$ cat src/rtl/core/gbbw_pkg.sv
// ----------------------------------------------------------------------------
// gbbw_pkg
// Shared types and constants of the gradient band blend weights block.
// ----------------------------------------------------------------------------
package gbbw_pkg;

  localparam int unsigned WEIGHT_BITS = 17;
  localparam logic [WEIGHT_BITS-1:0] ONE_Q16 = 17'h10000;
  localparam int unsigned DIV_STEPS = 16;

  // op field codes
  localparam logic OP_WRITE = 1'b0;
  localparam logic OP_QUERY = 1'b1;

  // register index, taken from paddr[2]
  localparam logic REG_SAMPLE_COUNT  = 1'b0;
  localparam logic REG_CENTER_ENABLE = 1'b1;

  typedef enum logic [3:0] {
    ST_IDLE,
    ST_OUTER,
    ST_PAIR,
    ST_MUL,
    ST_PSET,
    ST_PDIV,
    ST_FIN,
    ST_NSCAN,
    ST_NRD,
    ST_NDIV,
    ST_ESCAN,
    ST_EOUT,
    ST_EONE,
    ST_EEMPTY
  } gbbw_state_t;

  typedef struct packed {
    logic [2:0]             sample_index;
    logic                   is_center;
    logic [WEIGHT_BITS-1:0] weight;
    logic                   is_max;
    logic                   empty_res;
    logic                   last;
  } gbbw_res_t;

endpackage

$ cat src/rtl/core/gbbw_in_if.sv
// ----------------------------------------------------------------------------
// gbbw_in_if
// Input channel: table writes and blend point queries.
// ----------------------------------------------------------------------------
interface gbbw_in_if #(
  parameter int COORD_BITS = 16
);
  logic                         valid;
  logic                         ready;
  logic                         op;
  logic [2:0]                   entry_index;
  logic signed [COORD_BITS-1:0] entry_x;
  logic signed [COORD_BITS-1:0] entry_y;
  logic                         entry_valid;
  logic signed [COORD_BITS-1:0] query_x;
  logic signed [COORD_BITS-1:0] query_y;

  modport source (
    output valid, op, entry_index, entry_x, entry_y, entry_valid, query_x, query_y,
    input  ready
  );
  modport sink (
    input  valid, op, entry_index, entry_x, entry_y, entry_valid, query_x, query_y,
    output ready
  );
endinterface

$ cat src/rtl/core/gbbw_out_if.sv
// ----------------------------------------------------------------------------
// gbbw_out_if
// Result channel: one normalized weight per transaction.
// ----------------------------------------------------------------------------
interface gbbw_out_if;
  logic        valid;
  logic        ready;
  logic [2:0]  sample_index;
  logic        is_center;
  logic [16:0] weight;
  logic        is_max;
  logic        empty_res;
  logic        last;

  modport source (
    output valid, sample_index, is_center, weight, is_max, empty_res, last,
    input  ready
  );
  modport sink (
    input  valid, sample_index, is_center, weight, is_max, empty_res, last,
    output ready
  );
endinterface

$ cat src/rtl/core/gradient_band_blend_weights_core.sv
// ----------------------------------------------------------------------------
// gradient_band_blend_weights_core
// Gradient band blend weights for a 2D sample table, one shared multiplier
// and one shared restoring divider under a small sequencer.
//
//   channel | dir | handshake           | contents
//   in_ch   | in  | valid/ready         | op, entry fields, query point
//   out_ch  | out | valid/ready         | index, center, weight, flags
//   apb     | in  | psel/penable/pready | sample_count, center_enable
//
// A table write is accepted only while idle. A query with S = sample_count +
// center_enable slots sweeps every pair of slots: pair fetch, 5 multiplier
// steps, setup and, unless the pair is skipped, 16 divider steps per pair.
// Normalization then uses the same divider for each weighted slot, and each
// result is sent in turn. in_ch.ready is high only between queries.
// A stalled result holds in the output register; reset clears the table,
// the control registers and the output valid flag.
// ----------------------------------------------------------------------------
module gradient_band_blend_weights_core #(
  parameter int MAX_SAMPLES = 8,
  parameter int COORD_BITS  = 16
) (
  input  logic        clk,
  input  logic        rst_n,
  gbbw_in_if.sink     in_ch,
  gbbw_out_if.source  out_ch,
  input  logic        psel,
  input  logic        penable,
  input  logic        pwrite,
  input  logic [2:0]  paddr,
  input  logic [31:0] pwdata,
  output logic [31:0] prdata,
  output logic        pready
);
  import gbbw_pkg::*;

  localparam int IW    = (MAX_SAMPLES > 1) ? $clog2(MAX_SAMPLES) : 1;
  localparam int SLOTS = MAX_SAMPLES + 1;
  localparam int SLW   = $clog2(SLOTS);
  localparam int SW    = $clog2(MAX_SAMPLES + 2);
  localparam int CW    = COORD_BITS;
  localparam int PW    = 2 * CW + 2;
  localparam int AW    = 2 * CW + 4;
  localparam int SUMW  = $clog2(SLOTS * 65536 + 1);
  localparam int DW    = (2 * CW + 3 > SUMW + 1) ? 2 * CW + 3 : SUMW + 1;

  gbbw_state_t state_r, state_nxt;

  logic signed [CW-1:0] tab_x_r [MAX_SAMPLES];
  logic signed [CW-1:0] tab_y_r [MAX_SAMPLES];
  logic [MAX_SAMPLES-1:0] tab_v_r;
  logic [3:0] samp_cnt_r;
  logic       ctr_en_r;

  logic [SW-1:0] i_r, i_nxt, j_r, j_nxt, k_r, k_nxt, n_r, n_nxt, end_r, end_nxt;
  logic signed [CW-1:0] px_r, px_nxt, py_r, py_nxt;
  logic signed [CW-1:0] pix_r, pix_nxt, piy_r, piy_nxt;
  logic signed [CW:0] qx_r, qx_nxt, qy_r, qy_nxt, dx_r, dx_nxt, dy_r, dy_nxt;
  logic [2:0] ms_r, ms_nxt;
  logic signed [PW-1:0] prod_r, prod_nxt;
  logic signed [AW-1:0] len_r, len_nxt, proj_r, proj_nxt;
  logic [16:0] w_r, w_nxt;
  logic [SUMW-1:0] sum_r, sum_nxt;
  logic [SLOTS-1:0] listed_r, listed_nxt;
  logic [DW-1:0] rem_r, rem_nxt, den_r, den_nxt;
  logic [16:0] q_r, q_nxt;
  logic [3:0] dcnt_r, dcnt_nxt;
  logic [SLW-1:0] best_r, best_nxt;
  logic best_v_r, best_v_nxt;
  logic [16:0] best_w_r, best_w_nxt;
  gbbw_res_t out_r, out_nxt;
  logic out_valid_r, out_valid_nxt;

  logic [16:0] raw_mem [SLOTS];
  logic [16:0] rd_r;
  logic        raw_we;
  logic [SLW-1:0] raw_wa;
  logic [16:0] raw_wd;

  // query slot count
  logic [SW-1:0] n_calc;
  assign n_calc = (7'(samp_cnt_r) > 7'(MAX_SAMPLES)) ? SW'(MAX_SAMPLES) : SW'(samp_cnt_r);

  // single table read port, slot at or above n is the origin
  logic [SW-1:0] tab_addr;
  logic          pos_in;
  logic signed [CW-1:0] pos_x, pos_y;
  logic          pos_v;
  assign tab_addr = (state_r == ST_OUTER) ? i_r : j_r;
  assign pos_in   = tab_addr < n_r;
  assign pos_x    = pos_in ? tab_x_r[tab_addr[IW-1:0]] : '0;
  assign pos_y    = pos_in ? tab_y_r[tab_addr[IW-1:0]] : '0;
  assign pos_v    = pos_in && tab_v_r[tab_addr[IW-1:0]];

  // shared multiplier
  logic signed [CW:0] mul_a, mul_b;
  logic signed [PW-1:0] mul_p;
  always_comb begin
    case (ms_r)
      3'd0:    begin mul_a = dx_r; mul_b = dx_r; end
      3'd1:    begin mul_a = dy_r; mul_b = dy_r; end
      3'd2:    begin mul_a = qx_r; mul_b = dx_r; end
      3'd3:    begin mul_a = qy_r; mul_b = dy_r; end
      default: begin mul_a = '0;   mul_b = '0;   end
    endcase
  end
  assign mul_p = PW'(mul_a) * PW'(mul_b);

  // shared restoring divider step
  logic [DW-1:0] rem2, rem_step;
  logic          div_ge;
  logic [16:0]   q_step;
  assign rem2     = {rem_r[DW-2:0], 1'b0};
  assign div_ge   = rem2 >= den_r;
  assign rem_step = div_ge ? rem2 - den_r : rem2;
  assign q_step   = {q_r[15:0], div_ge};

  // pair setup checks
  logic signed [AW-1:0] num;
  logic len_zero, num_le0, num_ge;
  assign num      = len_r - proj_r;
  assign len_zero = len_r == '0;
  assign num_le0  = num[AW-1] || (num == '0);
  assign num_ge   = num >= len_r;

  logic out_free, in_acc, k_listed, k_done, more_after, k_center;
  assign out_free = !out_valid_r || out_ch.ready;
  assign in_acc   = in_ch.valid && (state_r == ST_IDLE);
  assign k_done   = k_r >= end_r;
  assign k_listed = listed_r[k_r[SLW-1:0]];
  assign k_center = k_r >= n_r;

  always_comb begin
    more_after = 1'b0;
    for (int b = 0; b < SLOTS; b++) begin
      if (listed_r[b] && (SW'(b) > k_r)) more_after = 1'b1;
    end
  end

  // next state
  always_comb begin
    state_nxt = state_r;
    case (state_r)
      ST_IDLE: begin
        if (in_acc && in_ch.op == OP_QUERY) begin
          state_nxt = (n_calc == SW'(1) && !ctr_en_r) ? ST_EONE : ST_OUTER;
        end
      end
      ST_OUTER: begin
        if (i_r >= end_r) state_nxt = (listed_r == '0) ? ST_EEMPTY : ST_NSCAN;
        else if (!(pos_in && !pos_v)) state_nxt = ST_PAIR;
      end
      ST_PAIR:  state_nxt = (j_r >= end_r) ? ST_FIN : ST_MUL;
      ST_MUL:   if (ms_r == 3'd4) state_nxt = ST_PSET;
      ST_PSET: begin
        state_nxt = (len_zero || num_le0 || num_ge) ? ST_PAIR : ST_PDIV;
      end
      ST_PDIV:  if (dcnt_r == 4'(DIV_STEPS - 1)) state_nxt = ST_PAIR;
      ST_FIN:   state_nxt = ST_OUTER;
      ST_NSCAN: begin
        if (k_done) state_nxt = ST_ESCAN;
        else if (k_listed) state_nxt = ST_NRD;
      end
      ST_NRD:   state_nxt = (SUMW'(rd_r) >= sum_r) ? ST_NSCAN : ST_NDIV;
      ST_NDIV:  if (dcnt_r == 4'(DIV_STEPS - 1)) state_nxt = ST_NSCAN;
      ST_ESCAN: begin
        if (k_done) state_nxt = ST_IDLE;
        else if (k_listed) state_nxt = ST_EOUT;
      end
      ST_EOUT:  if (out_free) state_nxt = more_after ? ST_ESCAN : ST_IDLE;
      ST_EONE, ST_EEMPTY: if (out_free) state_nxt = ST_IDLE;
      default:  state_nxt = ST_IDLE;
    endcase
  end

  // datapath and outputs
  always_comb begin
    logic [16:0] nv;
    logic        nv_set;
    i_nxt = i_r; j_nxt = j_r; k_nxt = k_r; n_nxt = n_r; end_nxt = end_r;
    px_nxt = px_r; py_nxt = py_r; pix_nxt = pix_r; piy_nxt = piy_r;
    qx_nxt = qx_r; qy_nxt = qy_r; dx_nxt = dx_r; dy_nxt = dy_r;
    ms_nxt = ms_r; prod_nxt = prod_r; len_nxt = len_r; proj_nxt = proj_r;
    w_nxt = w_r; sum_nxt = sum_r; listed_nxt = listed_r;
    rem_nxt = rem_r; den_nxt = den_r; q_nxt = q_r; dcnt_nxt = dcnt_r;
    best_nxt = best_r; best_v_nxt = best_v_r; best_w_nxt = best_w_r;
    out_nxt = out_r;
    out_valid_nxt = out_valid_r && !out_ch.ready;
    raw_we = 1'b0; raw_wa = k_r[SLW-1:0]; raw_wd = '0;
    nv = '0; nv_set = 1'b0;
    case (state_r)
      ST_IDLE: begin
        if (in_acc && in_ch.op == OP_QUERY) begin
          px_nxt = in_ch.query_x;
          py_nxt = in_ch.query_y;
          n_nxt = n_calc;
          end_nxt = n_calc + SW'(ctr_en_r);
          i_nxt = '0;
          k_nxt = '0;
          sum_nxt = '0;
          listed_nxt = '0;
          best_v_nxt = 1'b0;
        end
      end
      ST_OUTER: begin
        pix_nxt = pos_x;
        piy_nxt = pos_y;
        qx_nxt = (CW+1)'(pos_x) - (CW+1)'(px_r);
        qy_nxt = (CW+1)'(pos_y) - (CW+1)'(py_r);
        w_nxt = ONE_Q16;
        j_nxt = '0;
        if (i_r < end_r && pos_in && !pos_v) i_nxt = i_r + SW'(1);
      end
      ST_PAIR: begin
        dx_nxt = (CW+1)'(pix_r) - (CW+1)'(pos_x);
        dy_nxt = (CW+1)'(piy_r) - (CW+1)'(pos_y);
        ms_nxt = '0;
      end
      ST_MUL: begin
        // product is registered, so each step uses the product of the step before
        prod_nxt = mul_p;
        ms_nxt = ms_r + 3'd1;
        case (ms_r)
          3'd1:    len_nxt = AW'(prod_r);
          3'd2:    len_nxt = len_r + AW'(prod_r);
          3'd3:    proj_nxt = AW'(prod_r);
          3'd4:    proj_nxt = proj_r + AW'(prod_r);
          default: ;
        endcase
      end
      ST_PSET: begin
        if (len_zero) begin
          j_nxt = j_r + SW'(1);
        end else if (num_le0) begin
          w_nxt = '0;
          j_nxt = j_r + SW'(1);
        end else if (num_ge) begin
          j_nxt = j_r + SW'(1);
        end else begin
          rem_nxt = DW'(num);
          den_nxt = DW'(len_r);
          q_nxt = '0;
          dcnt_nxt = '0;
        end
      end
      ST_PDIV: begin
        rem_nxt = rem_step;
        q_nxt = q_step;
        dcnt_nxt = dcnt_r + 4'd1;
        if (dcnt_r == 4'(DIV_STEPS - 1)) begin
          if (q_step < w_r) w_nxt = q_step;
          j_nxt = j_r + SW'(1);
        end
      end
      ST_FIN: begin
        raw_we = 1'b1;
        raw_wa = i_r[SLW-1:0];
        raw_wd = w_r;
        if (w_r != '0) begin
          listed_nxt[i_r[SLW-1:0]] = 1'b1;
          sum_nxt = sum_r + SUMW'(w_r);
        end
        i_nxt = i_r + SW'(1);
      end
      ST_NSCAN: begin
        if (k_done) k_nxt = '0;
        else if (!k_listed) k_nxt = k_r + SW'(1);
      end
      ST_NRD: begin
        if (SUMW'(rd_r) >= sum_r) begin
          nv = ONE_Q16;
          nv_set = 1'b1;
        end else begin
          rem_nxt = DW'(rd_r);
          den_nxt = DW'(sum_r);
          q_nxt = '0;
          dcnt_nxt = '0;
        end
      end
      ST_NDIV: begin
        rem_nxt = rem_step;
        q_nxt = q_step;
        dcnt_nxt = dcnt_r + 4'd1;
        if (dcnt_r == 4'(DIV_STEPS - 1)) begin
          nv = q_step;
          nv_set = 1'b1;
        end
      end
      ST_ESCAN: begin
        if (!k_done && !k_listed) k_nxt = k_r + SW'(1);
      end
      ST_EOUT: begin
        if (out_free) begin
          out_nxt.sample_index = k_center ? 3'd0 : 3'(k_r);
          out_nxt.is_center = k_center;
          out_nxt.weight = rd_r;
          out_nxt.is_max = k_r[SLW-1:0] == best_r;
          out_nxt.empty_res = 1'b0;
          out_nxt.last = !more_after;
          out_valid_nxt = 1'b1;
          k_nxt = k_r + SW'(1);
        end
      end
      ST_EONE: begin
        if (out_free) begin
          out_nxt = '{sample_index: 3'd0, is_center: 1'b0, weight: ONE_Q16,
                      is_max: 1'b1, empty_res: 1'b0, last: 1'b1};
          out_valid_nxt = 1'b1;
        end
      end
      ST_EEMPTY: begin
        if (out_free) begin
          out_nxt = '{sample_index: 3'd0, is_center: 1'b0, weight: '0,
                      is_max: 1'b0, empty_res: 1'b1, last: 1'b1};
          out_valid_nxt = 1'b1;
        end
      end
      default: ;
    endcase
    // normalized weight done: store over the raw weight, track first maximum
    if (nv_set) begin
      raw_we = 1'b1;
      raw_wa = k_r[SLW-1:0];
      raw_wd = nv;
      if (!best_v_r || nv > best_w_r) begin
        best_nxt = k_r[SLW-1:0];
        best_w_nxt = nv;
        best_v_nxt = 1'b1;
      end
      k_nxt = k_r + SW'(1);
    end
  end

  always_ff @(posedge clk) begin
    if (!rst_n) begin
      state_r <= ST_IDLE;
      out_valid_r <= 1'b0;
      samp_cnt_r <= '0;
      ctr_en_r <= 1'b0;
      tab_v_r <= '0;
      for (int e = 0; e < MAX_SAMPLES; e++) begin
        tab_x_r[e] <= '0;
        tab_y_r[e] <= '0;
      end
      listed_r <= '0;
      best_v_r <= 1'b0;
    end else begin
      state_r <= state_nxt;
      out_valid_r <= out_valid_nxt;
      listed_r <= listed_nxt;
      best_v_r <= best_v_nxt;
      if (psel && penable && pwrite) begin
        if (paddr[2] == REG_CENTER_ENABLE) ctr_en_r <= pwdata[0];
        else samp_cnt_r <= pwdata[3:0];
      end
      if (in_acc && in_ch.op == OP_WRITE &&
          (IW+3)'(in_ch.entry_index) < (IW+3)'(MAX_SAMPLES)) begin
        tab_x_r[IW'(in_ch.entry_index)] <= in_ch.entry_x;
        tab_y_r[IW'(in_ch.entry_index)] <= in_ch.entry_y;
        tab_v_r[IW'(in_ch.entry_index)] <= in_ch.entry_valid;
      end
    end
  end

  always_ff @(posedge clk) begin
    i_r <= i_nxt; j_r <= j_nxt; k_r <= k_nxt; n_r <= n_nxt; end_r <= end_nxt;
    px_r <= px_nxt; py_r <= py_nxt; pix_r <= pix_nxt; piy_r <= piy_nxt;
    qx_r <= qx_nxt; qy_r <= qy_nxt; dx_r <= dx_nxt; dy_r <= dy_nxt;
    ms_r <= ms_nxt; prod_r <= prod_nxt; len_r <= len_nxt; proj_r <= proj_nxt;
    w_r <= w_nxt; sum_r <= sum_nxt;
    rem_r <= rem_nxt; den_r <= den_nxt; q_r <= q_nxt; dcnt_r <= dcnt_nxt;
    best_r <= best_nxt; best_w_r <= best_w_nxt;
    out_r <= out_nxt;
  end

  // weight store, registered read at the scan slot
  always_ff @(posedge clk) begin
    if (raw_we) raw_mem[raw_wa] <= raw_wd;
    rd_r <= raw_mem[k_r[SLW-1:0]];
  end

  assign in_ch.ready = state_r == ST_IDLE;

  assign out_ch.valid        = out_valid_r;
  assign out_ch.sample_index = out_r.sample_index;
  assign out_ch.is_center    = out_r.is_center;
  assign out_ch.weight       = out_r.weight;
  assign out_ch.is_max       = out_r.is_max;
  assign out_ch.empty_res    = out_r.empty_res;
  assign out_ch.last         = out_r.last;

  assign pready = 1'b1;
  assign prdata = (paddr[2] == REG_CENTER_ENABLE) ? {31'b0, ctr_en_r} : {28'b0, samp_cnt_r};

endmodule
$ cat src/flat_wrapper.sv
// flat-port wrapper written by rule: the top's interface ports become plain ports
module gradient_band_blend_weights_core_flat import gbbw_pkg::*;
#(
  parameter int MAX_SAMPLES = 8,
  parameter int COORD_BITS  = 16
)
  (clk, rst_n, psel, penable, pwrite, paddr, pwdata, prdata, pready, in_ch_valid, in_ch_op, in_ch_entry_index, in_ch_entry_x, in_ch_entry_y, in_ch_entry_valid, in_ch_query_x, in_ch_query_y, in_ch_ready, out_ch_valid, out_ch_sample_index, out_ch_is_center, out_ch_weight, out_ch_is_max, out_ch_empty_res, out_ch_last, out_ch_ready);
  gbbw_in_if #(.COORD_BITS(COORD_BITS)) in_ch_i ();
  gbbw_out_if out_ch_i ();
  input  logic clk;
  input  logic rst_n;
  input  logic psel;
  input  logic penable;
  input  logic pwrite;
  input  logic [2:0] paddr;
  input  logic [31:0] pwdata;
  output logic [31:0] prdata;
  output logic pready;
  input wire logic [$bits(in_ch_i.valid)-1:0] in_ch_valid;
  input wire logic [$bits(in_ch_i.op)-1:0] in_ch_op;
  input wire logic [$bits(in_ch_i.entry_index)-1:0] in_ch_entry_index;
  input wire logic [$bits(in_ch_i.entry_x)-1:0] in_ch_entry_x;
  input wire logic [$bits(in_ch_i.entry_y)-1:0] in_ch_entry_y;
  input wire logic [$bits(in_ch_i.entry_valid)-1:0] in_ch_entry_valid;
  input wire logic [$bits(in_ch_i.query_x)-1:0] in_ch_query_x;
  input wire logic [$bits(in_ch_i.query_y)-1:0] in_ch_query_y;
  output wire logic [$bits(in_ch_i.ready)-1:0] in_ch_ready;
  output wire logic [$bits(out_ch_i.valid)-1:0] out_ch_valid;
  output wire logic [$bits(out_ch_i.sample_index)-1:0] out_ch_sample_index;
  output wire logic [$bits(out_ch_i.is_center)-1:0] out_ch_is_center;
  output wire logic [$bits(out_ch_i.weight)-1:0] out_ch_weight;
  output wire logic [$bits(out_ch_i.is_max)-1:0] out_ch_is_max;
  output wire logic [$bits(out_ch_i.empty_res)-1:0] out_ch_empty_res;
  output wire logic [$bits(out_ch_i.last)-1:0] out_ch_last;
  input wire logic [$bits(out_ch_i.ready)-1:0] out_ch_ready;
  assign in_ch_i.valid = in_ch_valid;
  assign in_ch_i.op = in_ch_op;
  assign in_ch_i.entry_index = in_ch_entry_index;
  assign in_ch_i.entry_x = in_ch_entry_x;
  assign in_ch_i.entry_y = in_ch_entry_y;
  assign in_ch_i.entry_valid = in_ch_entry_valid;
  assign in_ch_i.query_x = in_ch_query_x;
  assign in_ch_i.query_y = in_ch_query_y;
  assign in_ch_ready = in_ch_i.ready;
  assign out_ch_valid = out_ch_i.valid;
  assign out_ch_sample_index = out_ch_i.sample_index;
  assign out_ch_is_center = out_ch_i.is_center;
  assign out_ch_weight = out_ch_i.weight;
  assign out_ch_is_max = out_ch_i.is_max;
  assign out_ch_empty_res = out_ch_i.empty_res;
  assign out_ch_last = out_ch_i.last;
  assign out_ch_i.ready = out_ch_ready;
  gradient_band_blend_weights_core #(.MAX_SAMPLES(MAX_SAMPLES), .COORD_BITS(COORD_BITS)) u_core (.clk(clk), .rst_n(rst_n), .in_ch(in_ch_i), .out_ch(out_ch_i), .psel(psel), .penable(penable), .pwrite(pwrite), .paddr(paddr), .pwdata(pwdata), .prdata(prdata), .pready(pready));
endmodule
$ cat config.mk
export PLATFORM = sky130hd
export DESIGN_NAME = gradient_band_blend_weights_core_flat
export DESIGN_NICKNAME = d
export VERILOG_FILES = /design/src/rtl/core/gbbw_pkg.sv /design/src/rtl/core/gbbw_in_if.sv /design/src/rtl/core/gbbw_out_if.sv /design/src/rtl/core/gradient_band_blend_weights_core.sv /design/src/flat_wrapper.sv
export SDC_FILE = /design/constraint.sdc
export NUM_CORES = 2
export LEC_CHECK = 0
export ABC_AREA = 1
export BUFFER_PORTS_ARGS = -buffer_cell sky130_fd_sc_hd__buf_2
export CAP_MARGIN = 10
export CELL_PAD_IN_SITES_DETAIL_PLACEMENT = 1
export CELL_PAD_IN_SITES_GLOBAL_PLACEMENT = 1
export CORE_UTILIZATION = 40
export DETAILED_ROUTE_END_ITERATION = 10
export GPL_ROUTABILITY_DRIVEN = 0
export PLACE_DENSITY_LB_ADDON = 0.1
export SETUP_SLACK_MARGIN = 0.2
export SLEW_MARGIN = 20
export SYNTH_ARGS = -nofsm -noshare
export SYNTH_HDL_FRONTEND = slang
export SYNTH_SLANG_ARGS = --single-unit
$ cat constraint.sdc
create_clock -name clk -period 8.14 [get_ports clk]
set_input_delay 1.221 -clock clk [delete_from_list [all_inputs] [get_ports clk]]
set_output_delay 1.221 -clock clk [all_outputs]
set_load 0.03 [all_outputs]
==> report_table.html <==
<table>
<tr><th>Metric</th><th>Value</th></tr>
<tr><th colspan="2">Clock tree</th></tr>
<tr><td>CTS Buf Count</td><td>about 100</td></tr>
<tr><td>Deepest clock path buffer count</td><td>3</td></tr>
<tr><td>CTS Root Cell</td><td>sky130_fd_sc_hd__clkbuf_16</td></tr>
<tr><td>Insertion delay to the later sink of the worst-skew pair</td><td>between 0.7 and 0.8 ns</td></tr>
<tr><td>H-Tree Depth</td><td>3</td></tr>
<tr><td>Clock sink count</td><td>886</td></tr>
<tr><td>Clock transition at the registers of the reported paths</td><td>0.06 ns</td></tr>
<tr><td>CTS tree</td><td>built</td></tr>
<tr><td>Number of hold buffers added after cts</td><td>0</td></tr>
<tr><th colspan="2">Synth</th></tr>
<tr><td>Mean area per synthesized cell</td><td>between 8 and 9 um2</td></tr>
<tr><td>Total of warnings raised by yosys</td><td>0</td></tr>
<tr><td>Top post-synthesis cells by count</td><td>sky130_fd_sc_hd__nand2_1 (1,410), sky130_fd_sc_hd__inv_1 (1,170), sky130_fd_sc_hd__nor2_1 (897)</td></tr>
<tr><td>Library cell with the largest summed area after synthesis</td><td>sky130_fd_sc_hd__edfxtp_1</td></tr>
<tr><td>Multiplexer share of the synthesized area</td><td>0</td></tr>
<tr><td>Top FF cell, synth</td><td>sky130_fd_sc_hd__edfxtp_1</td></tr>
<tr><td>Total of flip-flops plus latches after synthesis</td><td>slightly below 900</td></tr>
<tr><td>Synth Instances</td><td>slightly above 7,000</td></tr>
<tr><td>Main area contributors after synthesis</td><td>sky130_fd_sc_hd__edfxtp_1 (41%), sky130_fd_sc_hd__fa_1 (9.8%), sky130_fd_sc_hd__ha_1 (8.6%)</td></tr>
<tr><td>Async S/R FF share, synth</td><td>0</td></tr>
<tr><td>Number of unique standard cell types used by synthesis</td><td>between 60 and 70</td></tr>
<tr><td>Share of the yosys chip area belonging to registers</td><td>0.421</td></tr>
<tr><td>Combinational family with the most area after synthesis</td><td>adder cells</td></tr>
<tr><td>Synth Area in Compound Gates</td><td>0.0976</td></tr>
<tr><td>Post-synthesis share of cell area spent on xor and xnor gates</td><td>0.0266</td></tr>
<tr><td>Synth Cell Area</td><td>a little over 60,000 um2</td></tr>
<tr><td>Adder and majority cell fraction of the synthesized area</td><td>0.184</td></tr>
<tr><td>Simple-gate share of the synthesized area</td><td>0.183</td></tr>
<tr><td>Fraction of post-synthesis cell area in the top cell type by area</td><td>0.406</td></tr>
<tr><td>Most common cell in the netlist</td><td>sky130_fd_sc_hd__nand2_1</td></tr>
<tr><td>Number of synthesized flops with an enable pin</td><td>841</td></tr>
<tr><th colspan="2">Floorplanning</th></tr>
<tr><td>Die boundary width</td><td>396 um</td></tr>
<tr><td>Row count</td><td>approximately 140</td></tr>
<tr><td>I/O pins</td><td>170</td></tr>
<tr><td>CORE AREA</td><td>about 150,000 um2</td></tr>
<tr><td>Starting density of the core</td><td>0.403</td></tr>
<tr><td>Vertical extent of the die</td><td>a little under 400 um</td></tr>
<tr><td>Floorplan die area</td><td>about 160,000 um2</td></tr>
<tr><th colspan="2">Routing</th></tr>
<tr><td>Post-Route WL</td><td>a little under 200 mm</td></tr>
<tr><td>Iteration-0 DRC Markers</td><td>about 2,900</td></tr>
<tr><td>Average wire length per cell after detail routing</td><td>21.0 um</td></tr>
<tr><td>Max Used Layer</td><td>met4</td></tr>
<tr><td>Met1 WL</td><td>about 89 mm</td></tr>
<tr><td>Via total after detailed routing</td><td>48,945</td></tr>
<tr><td>Number of remaining DRC errors</td><td>25</td></tr>
<tr><td>Via/cell ratio</td><td>approximately 5.2</td></tr>
<tr><td>Routed length on met3</td><td>just under 6 mm</td></tr>
<tr><td>Router iterations before antenna repair</td><td>8</td></tr>
<tr><td>Detail Route met2 WL</td><td>about 94 mm</td></tr>
<tr><td>Remaining antenna violation count after routing</td><td>0</td></tr>
<tr><th colspan="2">Worst setup path</th></tr>
<tr><td>Launching element type of the critical path</td><td>register</td></tr>
<tr><td>Cell family with the largest share of critical-path delay</td><td>adder cells</td></tr>
<tr><td>Slowest CP cell</td><td>sky130_fd_sc_hd__fa_1</td></tr>
<tr><td>Worst stage delay on the critical path</td><td>0.55 ns</td></tr>
<tr><td>Cell with the most instances on the worst path</td><td>sky130_fd_sc_hd__fa_1</td></tr>
<tr><td>Largest driver fanout on the critical path</td><td>16</td></tr>
<tr><td>Arrival time at the worst endpoint</td><td>between 8 and 9 ns</td></tr>
<tr><td>CP endpoint kind</td><td>register</td></tr>
<tr><td>Worst path buffer plus inverter count</td><td>4</td></tr>
<tr><td>Required time at the worst-slack endpoint</td><td>8.54 ns</td></tr>
<tr><td>Cell breakdown of the critical path</td><td>ha_1 &gt; ha_1 &gt; buf_4 &gt; nand2_1 &gt; o2111ai_1 &gt; nand2_1 &gt; clkinvlp_4 &gt; nand2_1 &gt; fa_1 &gt; fa_1 &gt; fa_1 &gt; inv_1 &gt; fa_1 &gt; fa_1 &gt; fa_1 &gt; ha_1 &gt; a21oi_1 &gt; o21a_1 &gt; inv_1 &gt; a31oi_1 &gt; o21bai_1 &gt; a31oi_1 &gt; o21ai_1 &gt; xor2_1</td></tr>
<tr><td>Setup CP Type</td><td>reg -&gt; reg</td></tr>
<tr><th colspan="2">Timing</th></tr>
<tr><td>Fmax</td><td>0.130 GHz</td></tr>
<tr><td>Unrepaired setup endpoints after global routing</td><td>true</td></tr>
<tr><td>Final critical path time including I/O delays and setup</td><td>between 7 and 8 ns</td></tr>
<tr><td>Slew Limit Headroom</td><td>0.251</td></tr>
<tr><td>Final period util</td><td>0.945</td></tr>
<tr><td>Worst hold margin</td><td>0.461 ns</td></tr>
<tr><td>Final worst clock skew</td><td>0.0993 ns</td></tr>
<tr><td>Endpoints failing setup</td><td>0</td></tr>
<tr><td>Slew at the pin with the worst max-slew slack</td><td>around 1.1 ns</td></tr>
<tr><td>Sum of negative setup slack</td><td>0 ns</td></tr>
<tr><td>Number of max-slew violations in the final report</td><td>0</td></tr>
<tr><td>Final hold violation count</td><td>0</td></tr>
<tr><th colspan="2">Run</th></tr>
<tr><td>Maximum Capacitance Violations</td><td>0</td></tr>
<tr><th colspan="2">Finish</th></tr>
<tr><td>Register Area</td><td>about 26,000 um2</td></tr>
<tr><td>Layout area overhead</td><td>10.3%</td></tr>
<tr><td>Net total in the final layout</td><td>between 8,000 and 9,000</td></tr>
<tr><td>Ant diodes</td><td>0</td></tr>
<tr><td>Combined area of the multi-input logic cells</td><td>around 31,000 um2</td></tr>
<tr><td>Number of fill cells in the layout</td><td>18,023</td></tr>
<tr><td>Ratio of cells with drive above 1 in the final layout</td><td>0.0651</td></tr>
<tr><th colspan="2">Place</th></tr>
<tr><td>Placed wire-length estimate after detailed placement</td><td>between 100 and 150 mm</td></tr>
<tr><td>Count of buffers inserted at the top-level ports</td><td>110</td></tr>
<tr><th colspan="2">GRT</th></tr>
<tr><td>Maximum number of pins on one net before global-route repair</td><td>80</td></tr>
<tr><td>Sum of overflow across all layers after global routing</td><td>0</td></tr>
<tr><td>First-pass GRT wire length</td><td>approximately 300 mm</td></tr>
<tr><td>Number of antenna violations at the first check in global routing</td><td>1</td></tr>
<tr><td>Via count of the first global-routing pass</td><td>approximately 52,000</td></tr>
<tr><td>Aggregate global-route resource usage</td><td>0.250</td></tr>
<tr><th colspan="2">Power</th></tr>
<tr><td>Areal power density over the cells</td><td>just over 400 nW/um2</td></tr>
<tr><td>Peak supply drop</td><td>between 0.4 and 0.5 mV</td></tr>
<tr><td>PnR Total Power</td><td>between 20 and 30 mW</td></tr>
<tr><td>Static leakage power</td><td>~31 nW</td></tr>
<tr><th colspan="2">Run status</th></tr>
<tr><td>Failing checks</td><td>DRC</td></tr>
<tr><td>Status</td><td>complete, but fails checks</td></tr>
<tr><th colspan="2">Worst hold path</th></tr>
<tr><td>Type of the most critical hold path</td><td>reg -&gt; reg</td></tr>
</table>
-- layout by cell type, fill, tap and decap left out, drive strengths merged, types with 4 or more instances in the layout --
cell and instances:
nand2 1434, inv 1179, nor2 907, edfxtp 841
ha 427, o21ai 408, a21oi 376, nand3 314
fa 305, buf 213, clkbuf 128, xor2 97
xnor2 91, o22ai 82, nand4 59, clkinv 51
dfxtp 45, a31oi 37, nor3 36, conb 29
a21o 24, a21boi 20, nor4 19, o211ai 19
o221ai 19, o21a 18, o2111ai 17, o21bai 16
or2 12, a221oi 8, nand3b 8, clkinvlp 7
a211oi 7, o31ai 6, and2 4
-- sequential cells by signal (all words and copies together) (netlist names), 17 cells and up --
name,count
u_core.best_w_r,17
u_core.den_r,35
u_core.dx_r,17
u_core.dy_r,17
u_core.len_r,36
u_core.out_ch.weight,17
u_core.prod_r,34
u_core.proj_r,36
u_core.qx_r,17
u_core.qy_r,17
u_core.raw_mem,153
u_core.rd_r,17
u_core.rem_r,34
u_core.sum_r,20
u_core.tab_x_r,128
u_core.tab_y_r,128
u_core.w_r,17
-- worst reg2reg max path, stage by stage, from the launching register on --
cell,delay (ns)
sky130_fd_sc_hd__edfxtp_1,0.45
sky130_fd_sc_hd__ha_1,0.26
sky130_fd_sc_hd__ha_1,0.27
sky130_fd_sc_hd__buf_4,0.23
sky130_fd_sc_hd__nand2_1,0.09
sky130_fd_sc_hd__o2111ai_1,0.15
sky130_fd_sc_hd__nand2_1,0.51
sky130_fd_sc_hd__clkinvlp_4,0.42
sky130_fd_sc_hd__nand2_1,0.18
sky130_fd_sc_hd__fa_1,0.44
sky130_fd_sc_hd__fa_1,0.51
sky130_fd_sc_hd__fa_1,0.51
sky130_fd_sc_hd__inv_1,0.05
sky130_fd_sc_hd__fa_1,0.55
sky130_fd_sc_hd__fa_1,0.43
sky130_fd_sc_hd__fa_1,0.45
sky130_fd_sc_hd__ha_1,0.35
sky130_fd_sc_hd__a21oi_1,0.24
sky130_fd_sc_hd__o21a_1,0.15
sky130_fd_sc_hd__inv_1,0.03
sky130_fd_sc_hd__a31oi_1,0.30
sky130_fd_sc_hd__o21bai_1,0.21
sky130_fd_sc_hd__a31oi_1,0.30
sky130_fd_sc_hd__o21ai_1,0.11
sky130_fd_sc_hd__xor2_1,0.16
-- power by group --
part	internal, mW	switching (mW)	total [mW]	leakage (nW)
clock network	2.44	1.98	4.42	1.54
registers	6.58	0.466	7.05	8.06
logic	5.68	11.3	17.0	21.2
-- worst paths after layout --
path,slack [ns],to,start,cells after the start
max,0.45,u_core.prod_r[30]$_DFFE_PP_,u_core.ms_r[0]$_SDFFCE_PN0P_,24
min,0.46,u_core.rd_r[11]$_DFF_P_,u_core.raw_mem[8][11]$_DFFE_PP_,2
max reg2reg,0.45,u_core.prod_r[30]$_DFFE_PP_,u_core.ms_r[0]$_SDFFCE_PN0P_,24
min reg2reg,0.46,u_core.rd_r[11]$_DFF_P_,u_core.raw_mem[8][11]$_DFFE_PP_,2
-- routing by layer --
layer	up-vias	track usage
met5	-	0
met4	0	0.0773
met3	276	0.0203
met2	832	0.429
met1	24453	0.334
li1	23384	-
-- cells by family after synthesis --
kind of cell,after synthesis
and+or+nand+nor,2801
buffers and inverters,1407
AOI/OAI and AO/OA,1066
DFF,886
adders and majority gates,732
xor gates and xnor gates,188
other,2
-- metrics by stage --
step | instances | utilization | worst slack [ns] | cell area, um2
global route | 9327 | 0.445 | 0.169 | 68600
CTS | 9325 | 0.444 | 0.245 | 68500
global placement | 9139 | 0.424 | 0.498 | 65300
detailed placement | 9139 | 0.424 | 0.255 | 65300
finish | 9327 | 0.445 | 0.450 | 68600
floorplan | 7109 | - | 0.737 | 62300
-- area by class of cell --
type	instances	share of cell area
well taps	2044	0.0373
clock inverters	58	0.00739
multi-input cells	4816	0.450
repair buffers	213	0.0198
flip-flops and latches	886	0.381
clock buffers	128	0.0391
inverters	1182	0.0648
-- timing repair --
action                                 CTS  global route
gates resized for setup                  1             8
endpoints found under the hold margin    0             0
buffers inserted                         0             1
setup endpoints to repair                1            14
No activity file was read; power rests on OpenSTA's default activity.
